==> config.mk <==
export PLATFORM = sky130hd
export DESIGN_NAME = hst_ctrl
export DESIGN_NICKNAME = d
export VERILOG_FILES = /design/src/hdl/hst_pkg.sv /design/src/hdl/hst_ctrl.sv
export SDC_FILE = /design/constraint.sdc
export NUM_CORES = 1
export LEC_CHECK = 0
export BUFFER_PORTS_ARGS = -buffer_cell sky130_fd_sc_hd__buf_2
export CAP_MARGIN = 20
export CORE_AREA = 2 2 39 41
export CTS_CLUSTER_SIZE = 30
export DETAILED_ROUTE_END_ITERATION = 10
export DIE_AREA = 0 0 41 43
export PLACE_DENSITY = 0.48
export REMOVE_ABC_BUFFERS = 1
export SYNTH_ARGS = -nofsm -noshare
export SYNTH_HDL_FRONTEND = slang
export SYNTH_SLANG_ARGS = --single-unit
==> constraint.sdc <==
create_clock -name clk -period 1.3 [get_ports clk]
set_input_delay 0 -clock clk [delete_from_list [all_inputs] [get_ports clk]]
set_output_delay 0 -clock clk [all_outputs]
set_load 0.005 [all_outputs]
==> src/hdl/hst_pkg.sv <==
// Shared types, constants and control structs for the hashed slot insert table.
package hst_pkg;

    localparam int TABLE_SLOTS = 2048;
    localparam int SLOT_BITS   = $clog2(TABLE_SLOTS);
    localparam int KEY_W       = 32;
    localparam int HITS_W      = 12;
    localparam int HSEL_W      = 3;
    localparam int INDEX_W     = 11;

    typedef logic [KEY_W-1:0]     key_t;
    typedef logic [SLOT_BITS-1:0] slot_t;
    typedef logic [HITS_W-1:0]    hits_t;
    typedef logic [HSEL_W-1:0]    hsel_t;
    typedef logic [INDEX_W-1:0]   slot_index_t;

    localparam hsel_t HS_FOLD = 3'd0;
    localparam hsel_t HS_MASK = 3'd1;
    localparam hsel_t HS_MIX  = 3'd2;
    localparam hsel_t HS_LIN  = 3'd3;
    localparam hsel_t HS_OFFS = 3'd4;

    localparam key_t  MIX_MULT   = 32'h045d_9f3b;
    localparam key_t  OFFSET_ADD = 32'd177573;
    localparam hits_t HITS_MAX   = '1;
    localparam slot_t SLOT_LAST  = slot_t'(TABLE_SLOTS - 1);

    typedef struct packed {
        logic load_item;
        logic mul_en;
        logic mul_step;
        logic idx_en;
        logic rd_en;
        logic commit;
        logic sweep_wr;
        logic clr_hits;
        logic load_clear;
    } hst_cmd_t;

    typedef struct packed {
        logic mode_clear;
        logic sweep_last;
        logic out_free;
    } hst_stat_t;

endpackage

==> src/hdl/hst_ctrl.sv <==
// Sequencing state machine: table sweep, hash steps, lookup and commit.
module hst_ctrl (
    input  logic              clk,
    input  logic              rst_n,
    input  logic              cmd_valid,
    output logic              cmd_ready,
    input  hst_pkg::hst_stat_t stat,
    output hst_pkg::hst_cmd_t  ctl
);
    import hst_pkg::*;

    localparam logic [2:0] ST_SWEEP   = 3'd0;
    localparam logic [2:0] ST_IDLE    = 3'd1;
    localparam logic [2:0] ST_MUL1    = 3'd2;
    localparam logic [2:0] ST_MUL2    = 3'd3;
    localparam logic [2:0] ST_IDX     = 3'd4;
    localparam logic [2:0] ST_READ    = 3'd5;
    localparam logic [2:0] ST_COMMIT  = 3'd6;
    localparam logic [2:0] ST_CLR_OUT = 3'd7;

    logic [2:0] state_reg;
    logic [2:0] state_next;
    logic       clr_item_reg;
    logic       clr_item_next;

    always_ff @(posedge clk or negedge rst_n)
    begin
        if (!rst_n)
        begin
            state_reg    <= ST_SWEEP;
            clr_item_reg <= 1'b0;
        end
        else
        begin
            state_reg    <= state_next;
            clr_item_reg <= clr_item_next;
        end
    end

    assign cmd_ready = (state_reg == ST_IDLE);

    always_comb
    begin
        state_next    = state_reg;
        clr_item_next = clr_item_reg;
        ctl           = '0;
        case (state_reg)
            ST_SWEEP:
            begin
                ctl.sweep_wr = 1'b1;
                if (stat.sweep_last)
                begin
                    state_next = clr_item_reg ? ST_CLR_OUT : ST_IDLE;
                end
            end
            ST_IDLE:
            begin
                if (cmd_valid)
                begin
                    ctl.load_item = 1'b1;
                    state_next    = ST_MUL1;
                end
            end
            ST_MUL1:
            begin
                if (stat.mode_clear)
                begin
                    ctl.clr_hits  = 1'b1;
                    clr_item_next = 1'b1;
                    state_next    = ST_SWEEP;
                end
                else
                begin
                    ctl.mul_en = 1'b1;
                    state_next = ST_MUL2;
                end
            end
            ST_MUL2:
            begin
                ctl.mul_en   = 1'b1;
                ctl.mul_step = 1'b1;
                state_next   = ST_IDX;
            end
            ST_IDX:
            begin
                ctl.idx_en = 1'b1;
                state_next = ST_READ;
            end
            ST_READ:
            begin
                ctl.rd_en  = 1'b1;
                state_next = ST_COMMIT;
            end
            ST_COMMIT:
            begin
                if (stat.out_free)
                begin
                    ctl.commit = 1'b1;
                    state_next = ST_IDLE;
                end
            end
            ST_CLR_OUT:
            begin
                if (stat.out_free)
                begin
                    ctl.load_clear = 1'b1;
                    clr_item_next  = 1'b0;
                    state_next     = ST_IDLE;
                end
            end
            default:
            begin
                state_next = ST_IDLE;
            end
        endcase
    end
endmodule

After elaboration in Yosys (flattened, before gate mapping)
Cells that the tools add are included.
Widths: inputs -> output; s select.
- bits in registers: 4
- word-level logic and storage cells: 41
- bits in latches: 0
- memory bits (writable): 0
- ROM bits: 0
- input bits: 6
- output and inout port bits: 10
- memories kept: 0
- $mul: 0
- multiplexer cells: 22
- reductions and logical operators: 5
- bitwise operators: 0
- equality and inequality tests: 12
- magnitude comparators: 0
- $add $sub $neg: 0
- divide/modulo/power cells: 0
- shift operators: 0
- operators with widths (kind ; number):
    $pmux 3 s7 ; 1
    $mux 1 ; 14
    $eq 3x3->1 const B ; 4
    $mux 3 ; 4
    $ne 2x2->1 const B ; 4
    $eq 3x2->1 const B ; 2
    $reduce_and 3->1 ; 2
    $pmux 1 s2 ; 2
    $eq 3x1->1 const B ; 1
    $logic_not 3->1 ; 1
    $mux 2 ; 1
    $ne 2x1->1 const B ; 1
    $reduce_bool 2->1 ; 1
    $reduce_or 2->1 ; 1

Depth between registers and ports, before layout
Gate-level depths: netlist of run 1.
- depth after elaboration: 4
- gate-level depth with buffers: 4
- gate-level depth less buffers: 3

Least setup slack after synthesis of run 1
Ideal clock, no wire load.
- path type: flip-flop to flip-flop
- start: register state_reg[2]
- end: register state_reg[0]
- setup slack: 0.241 ns
- path buffers: 1
- setup time: 0.140 ns
- data required time: 1.160 ns
- clock period less this slack: 1.059 ns
- stages on the path, launching flop included: 4
- data arrival time: 0.918 ns
- path through: dfrtp_1 buf_6 o311ai_1 o211ai_1
- cells in the longest elaborated chain, start to end: 4
- elaborated cells on any way between the ends: 14
- classes of those cells: 10 x eq/ne; 1 x mux; 3 x reduce/logical
- RTL lines (what ; line ; RTL):
    from (decl) ; hst_ctrl.sv:21 ; logic [2:0] state_reg;
    from (signal assigned) ; hst_ctrl.sv:35 ; state_reg <= state_next;
    $eq 3x3->1 ; hst_ctrl.sv:47 ; case (state_reg)
    $reduce_or 2->1 (no source line) ; -- ;
    $ne 2x1->1 (no source line) ; -- ;
    $reduce_and 3->1 (no source line) ; -- ;
Parallel ways exist; a longest one is shown, timed or not.
A chain may end at the register's enable or synchronous reset.

==> results of run 1 <==
cell families (layout without fill, tap and decap cells):
logic type,Yosys count,after routing
AND/OR/NAND/NOR,16,16
flip-flops,4,4
buffers and inverters,6,30
AO/OA/AOI/OAI,10,10
metal layers:
| metal | GRT usage (%) | share of wire [%] | up-vias |
|---|---|---|---|
| li1 | - | - | 179 |
| met1 | 16.0 | 46 | 172 |
| met2 | 15.9 | 49 | 8 |
| met3 | 6.28 | 5.3 | 0 |
| met4 | 4.00 | 0 | 0 |
| met5 | 0 | 0 | - |
stage by stage:
stage                     hold WS, ns  area [um^2]  power, W  setup slack (ns)  TNS (ns)
after detailed placement       -0.183          424  0.000869             0.151         0
after global routing           0.0882          518   0.00131           -0.0284   -0.0284
after global placement         -0.185          424  0.000885             0.128         0
after CTS                      0.0756          477   0.00109           -0.0148   -0.0148
final                          0.0789          518   0.00120            0.0316         0
after floorplan                -0.296          307  0.000621             0.246         0
repair_timing:
item | CTS | global route
hold buffers | 2 | 0
resized for setup | 4 | 3
buffers inserted | 0 | 4
pin swaps | 0 | 2
endpoints found under the hold margin | 5 | 0
setup endpoints to repair | 1 | 1
area by class of cell:
| type | count | area (um^2) |
|---|---|---|
| repair buffers | 24 | 158 |
| flip-flops and latches | 4 | 104 |
| multi-input cells | 26 | 203 |
| clock buffers | 3 | 22.5 |
| inverters | 3 | 11.3 |
| fillers | 152 | 866 |
| well taps | 16 | 20.0 |
worst max-delay path: stages (launching register included):
cell	delay, ns
dfrtp_2	0.43
buf_6	0.14
nor3b_4	0.21
and2_4	0.17
buf_6	0.08
power groups by stage:
stage	clock (W)	sequential [W]	combinational, W
2_1_floorplan	0	0.000323	0.000298
3_3_place_gp	0	0.000332	0.000552
3_5_place_dp	0	0.000327	0.000542
4_1_cts	0.000173	0.000345	0.000570
5_1_grt	0.000188	0.000359	0.000767
6_report	0.000168	0.000336	0.000691
worst max-delay path by stage:
stage,from,end,slack [ns],depth (start not counted)
5_1_grt,state_reg[2]$_DFFE_PN0P_,ctl[8],-0.03,4
3_5_place_dp,state_reg[2]$_DFFE_PN0P_,state_reg[1]$_DFFE_PN0P_,0.15,4
2_1_floorplan,state_reg[2]$_DFFE_PN0P_,state_reg[1]$_DFFE_PN0P_,0.25,2
4_1_cts,state_reg[2]$_DFFE_PN0P_,ctl[8],-0.01,4
6_report,state_reg[2]$_DFFE_PN0P_,ctl[8],0.03,4
3_3_place_gp,state_reg[1]$_DFFE_PN0P_,state_reg[0]$_DFFE_PN0P_,0.13,2
cell usage in the layout, fill, tap and decap left out, types with 2 or more instances in the layout:
| master | count |
|---|---|
| buf_2 | 14 |
| buf_4 | 6 |
| buf_6 | 2 |
| clkbuf_4 | 3 |
| dfrtp_2 | 3 |
| dlygate4sd3_1 | 2 |
| inv_1 | 3 |
| nor3b_1 | 3 |
| o211ai_1 | 2 |
| o21ai_0 | 2 |
| o21bai_1 | 2 |
==> reports/qor.csv, run 1 <==
stage,metric,value,unit
outcome,outcome,"finished, final reports clean",
cts,clk_pin_slew_worst_paths,0.04,ns
critical_path,r2r-end,state_reg[1]$_DFFE_PN0P_,
floorplan,initial_utilization,24.1,%
cts,cts_htree_levels,1,
floorplan,die_w,41,um
sta,finalSetupViolCount,0,
pwr,p_seq_share,28.1,%
logic_synthesis,async_flop_share,100,%
critical_path,end_kind,output pin,
cts,cts_tree,done,
place,hpwl,596,um
global_routing,grt_overflow,0,
logic_synthesis,synth-seq-cells,4,
logic_synthesis,synthAdderAreaFrac,0,%
logic_synthesis,yosysMostFrequentCell,dfrtp_1,
finish,area_growth,55.1,%
pwr,intPower,0.000716,W
pwr,switchingPower,0.000479,W
logic_synthesis,synthXorXnorAreaFrac,0,%
floorplan,fp-row-count,14,
pwr,share_comb_of_total_power,57.8,%
logic_synthesis,synth_common_cells,"4 x dfrtp_1, 3 x inv_1, 3 x nor3b_1",
logic_synthesis,synth_top_area_cell,dfrtp_1,
place,dp_cells,67,
finish,largest_register_ff_count,3,
worst_hold_path,whs_endpoint,state_reg[0]$_DFFE_PN0P_,
logic_synthesis,synth_compound_area_share,21.7,%
global_routing,track_usage,11.9,%
logic_synthesis,syn_area_per_cell,9.28,um^2
drt,totalWireLength,886,um
logic_synthesis,ys_seq_area_share,30.0,%
critical_path,crit_required,1.30,ns
sta,final-hold-violation-count,0,
finish,drive_gt1_share,56.7,%
global_routing,grt_first_pass_wirelength,1.37,mm
logic_synthesis,synth_top_area_share,30.0,%
logic_synthesis,synthCells,36,
global_routing,antenna_found_initial,0,
cts,root_buffer,clkbuf_4,
finish,fin_nets,68,
sta,fin_crit_sh,97.6,%
floorplan,die-area,0.00176,mm^2
critical_path,critPathArrivalTime,1.27,ns
pwr,p_leak,0.249,nW
critical_path,rr_startpoint,state_reg[2]$_DFFE_PN0P_,
drt,first_pass_iters,2,
critical_path,regToRegSetupSlack,0.08,ns
logic_synthesis,synthMuxAreaShare,0,%
critical_path,critPathKind,reg -> out,
finish,n_antenna_cell,0,
pwr,p_per_area,2310,mW/mm^2
cts,cts_buffer_depth,2,
logic_synthesis,synth.area.top_cells,"dfrtp_1 30%, nor3b_2 7.5%, buf_6 6.7%",
logic_synthesis,synth_top_flop_cell,dfrtp_1,
logic_synthesis,ys_warn_count,0,
worst_hold_path,min-delay-start,stat[1],
drt,drtAntennaViolNets,0,
critical_path,crit_path_max_fanout,5,
pwr,ir_drop,0.761,mV
logic_synthesis,syn-cell-area,334,um^2
sta,report.final.slew_viol_count,0,
sta,worst_slew_pin_slew,0.356,ns
logic_synthesis,synthSimpleGateAreaFrac,36.7,%
worst_hold_path,whs_path_depth,3,
logic_synthesis,synth-edff-count,0,
sta,finClkSkew,0.00276,ns
drt,num_vias,359,
sta,fmax,788,MHz
sta,relSlewSlack,75.9,%
floorplan,ios,16,
pwr,power_frac_clock,14.1,%
worst_hold_path,hold_class,in -> reg,
sta,fin_crit,1.27,ns
cts,cts.sinks,4,
logic_synthesis,synth_top_family_by_area,simple AND/OR/NAND/NOR gates,
drt,drtIter0Drc,7,
global_routing,grt_pass1_vias,313,
finish,finalNonFillerCells,76,
place,place.gp.congestion,0.719,
floorplan,die_h,43,um
global_routing,grt_max_degree,13,
cts,cts_made_buffers,3,
pwr,p_sw_share,40.1,%
logic_synthesis,ys_types,24,
critical_path,rr_worst_depth,5,
sta,rsz0062_at_grt,true,
drt,detail_route.wl_per_cell,11.7,um
floorplan,coreArea,0.00138,mm^2
drt,route.detailed.drc,0,
finish,final_util,37.4,%
cts,clkLatencyLatePin,0.24,ns
critical_path,startpoint_type,flop,
flow_run,cap_violations,0,
place,io_buffers,15,
drt,via_per_inst,4.72,
Power figures use the tool's default switching activity.
==> run 2, diff against run 1 <==
MAX_ROUTING_LAYER = met4   (was default)
==> run 2 against run 1 <==
  * First-iteration DRC count is 43% lower
  * Non-clock buffer count unchanged
  * Maximum frequency about the same
  * Critical path type unchanged
  * Largest cell class unchanged
  * Highest routed layer unchanged
==> reports/qor.csv, run 2 (synthesis results as in run 1) <==
stage,metric,value,unit
floorplan,ios,16,
cts,cts_htree_levels,1,
sta,setup_slack,0.0316,ns
sta,fmax,788,MHz
sta,finClkSkew,0.00135,ns
pwr,ir_drop,0.761,mV
sta,worst_slew_pin_slew,0.357,ns
pwr,p_per_area,2300,mW/mm^2
drt,num_vias,359,
finish,drive_gt1_share,56.7,%
pwr,finalPower,0.00119,W
global_routing,antenna_found_initial,0,
sta,relSlewSlack,75.9,%
place,io_buffers,15,
global_routing,grt_max_degree,13,
sta,report.final.slew_viol_count,0,
critical_path,crit_family,flip-flops,
finish,largest_register_ff_count,3,
critical_path,startpoint_type,flop,
drt,route.detailed.drc,0,
sta,final-hold-violation-count,0,
cts,cts_tree,done,
critical_path,cp_slowest_stage_delay,0.43,ns
pwr,p_leak,0.249,nW
flow_run,cap_violations,0,
critical_path,cpMaxStageDelayCell,dfrtp_2,
critical_path,path_cells,buf_6 > nor3b_4 > and2_4 > buf_6,
global_routing,grt_overflow,0,
critical_path,critPathArrivalTime,1.27,ns
sta,fin_crit_sh,97.6,%
critical_path,critPathKind,reg -> out,
drt,first_pass_iters,2,
finish,final_util,37.4,%
critical_path,rr_startpoint,state_reg[2]$_DFFE_PN0P_,
place,hpwl,596,um
floorplan,die-area,0.00176,mm^2
sta,finalSetupViolCount,0,
outcome,outcome,"finished, final reports clean",
drt,drtAntennaViolNets,0,
drt,via_per_inst,4.72,
critical_path,crit_path_max_fanout,5,
cts,cts_made_buffers,3,
floorplan,initial_utilization,24.1,%
floorplan,die_h,43,um
finish,area_growth,55.1,%
floorplan,fp-row-count,14,
finish,mostFrequentLayoutCell,buf_2,
critical_path,crit_buf_inv,2,
critical_path,endpoint,ctl[8],
drt,detail_route.wl_per_cell,11.7,um
worst_hold_path,hold_class,in -> reg,
global_routing,grt_first_pass_wirelength,1.38,mm
finish,final_cell_mix,"14 x buf_2, 6 x buf_4",
critical_path,rr_worst_depth,5,
global_routing,grt_pass1_vias,313,
cts,root_buffer,clkbuf_4,
critical_path,path_depth,4,
critical_path,critPathMostFrequentCell,buf_6,
critical_path,crit_required,1.30,ns
drt,drtIter0Drc,4,
drt,totalWireLength,892,um
critical_path,regToRegSetupSlack,0.08,ns
floorplan,die_w,41,um
cts,clkLatencyLatePin,0.24,ns
place,placed_area,424,um^2
cts,cts.sinks,4,
finish,n_antenna_cell,0,
finish,fin_nets,68,
floorplan,coreArea,0.00138,mm^2
global_routing,track_usage,12.3,%
cts,clk_pin_slew_worst_paths,0.04,ns
sta,hold_slack,0.0788,ns
finish,finalInstanceArea,518,um^2
sta,rsz0062_at_grt,true,
critical_path,startpoint,state_reg[2]$_DFFE_PN0P_,
cts,cts_buffer_depth,2,
sta,fin_crit,1.27,ns
place,place_ws,0.151,ns
critical_path,end_kind,output pin,
critical_path,r2r-end,state_reg[1]$_DFFE_PN0P_,
place,place.gp.congestion,0.727,
-- run 2: worst min path at each step --
stage	from	to	depth (start not counted)	slack, ns
6_report	stat[1]	state_reg[0]$_DFFE_PN0P_	3	0.08
5_1_grt	stat[1]	state_reg[0]$_DFFE_PN0P_	3	0.09
2_1_floorplan	rst_n	clr_item_reg$_DFFE_PN0P_	0	-0.30
4_1_cts	stat[1]	state_reg[0]$_DFFE_PN0P_	3	0.08
3_5_place_dp	rst_n	state_reg[0]$_DFFE_PN0P_	1	-0.18
3_3_place_gp	rst_n	state_reg[0]$_DFFE_PN0P_	1	-0.18
-- run 2: where the power goes --
group / switching, W / leakage, nW / internal, W / total [W]
Clock: 0.0000628 / 0.0138 / 0.000104 / 0.000167
Combinational: 0.000281 / 0.192 / 0.000410 / 0.000691
Sequential: 0.000134 / 0.0434 / 0.000202 / 0.000336
Total: 0.000478 / 0.249 / 0.000716 / 0.00119
-- run 2: worst register-to-register path, cell delays in order (launching register included) --
cell and delay (ns):
dfrtp_2 0.43, buf_6 0.14, buf_4 0.13, o21ai_0 0.15, o31ai_1 0.09, o21a_1 0.17
-- run 2: layout make-up --
cell class              count  area (um^2)
multi-input cells          26          203
repair buffers             24          158
well taps                  16         20.0
inverters                   3         11.3
clock buffers               3         22.5
fillers                   152          866
flip-flops and latches      4          104
-- run 2: what timing repair did --
item / in CTS / in global routing
setup endpoints to repair: 1 / 1
gates resized for setup: 4 / 3
hold buffers: 2 / 0
pin swaps: 0 / 2
hold endpoints to repair: 5 / 0
buffers inserted: 0 / 4
-- run 2: per-layer routing --
layer | wire (um) | vias to the layer above | part of all wire [%] | track usage (%)
met5 | 0 | - | 0 | -
met4 | 0 | 0 | 0 | 4.00
met3 | 47 | 0 | 5.3 | 6.28
met2 | 424 | 8 | 48 | 15.3
met1 | 420 | 172 | 47 | 16.9
li1 | - | 179 | - | -
-- run 2: metrics by stage --
step                      cells  setup TNS, ns
final                        76              0
after detailed placement     67              0
after global routing         76        -0.0284
after floorplan              33              0
after global placement       67              0
after CTS                    72        -0.0148
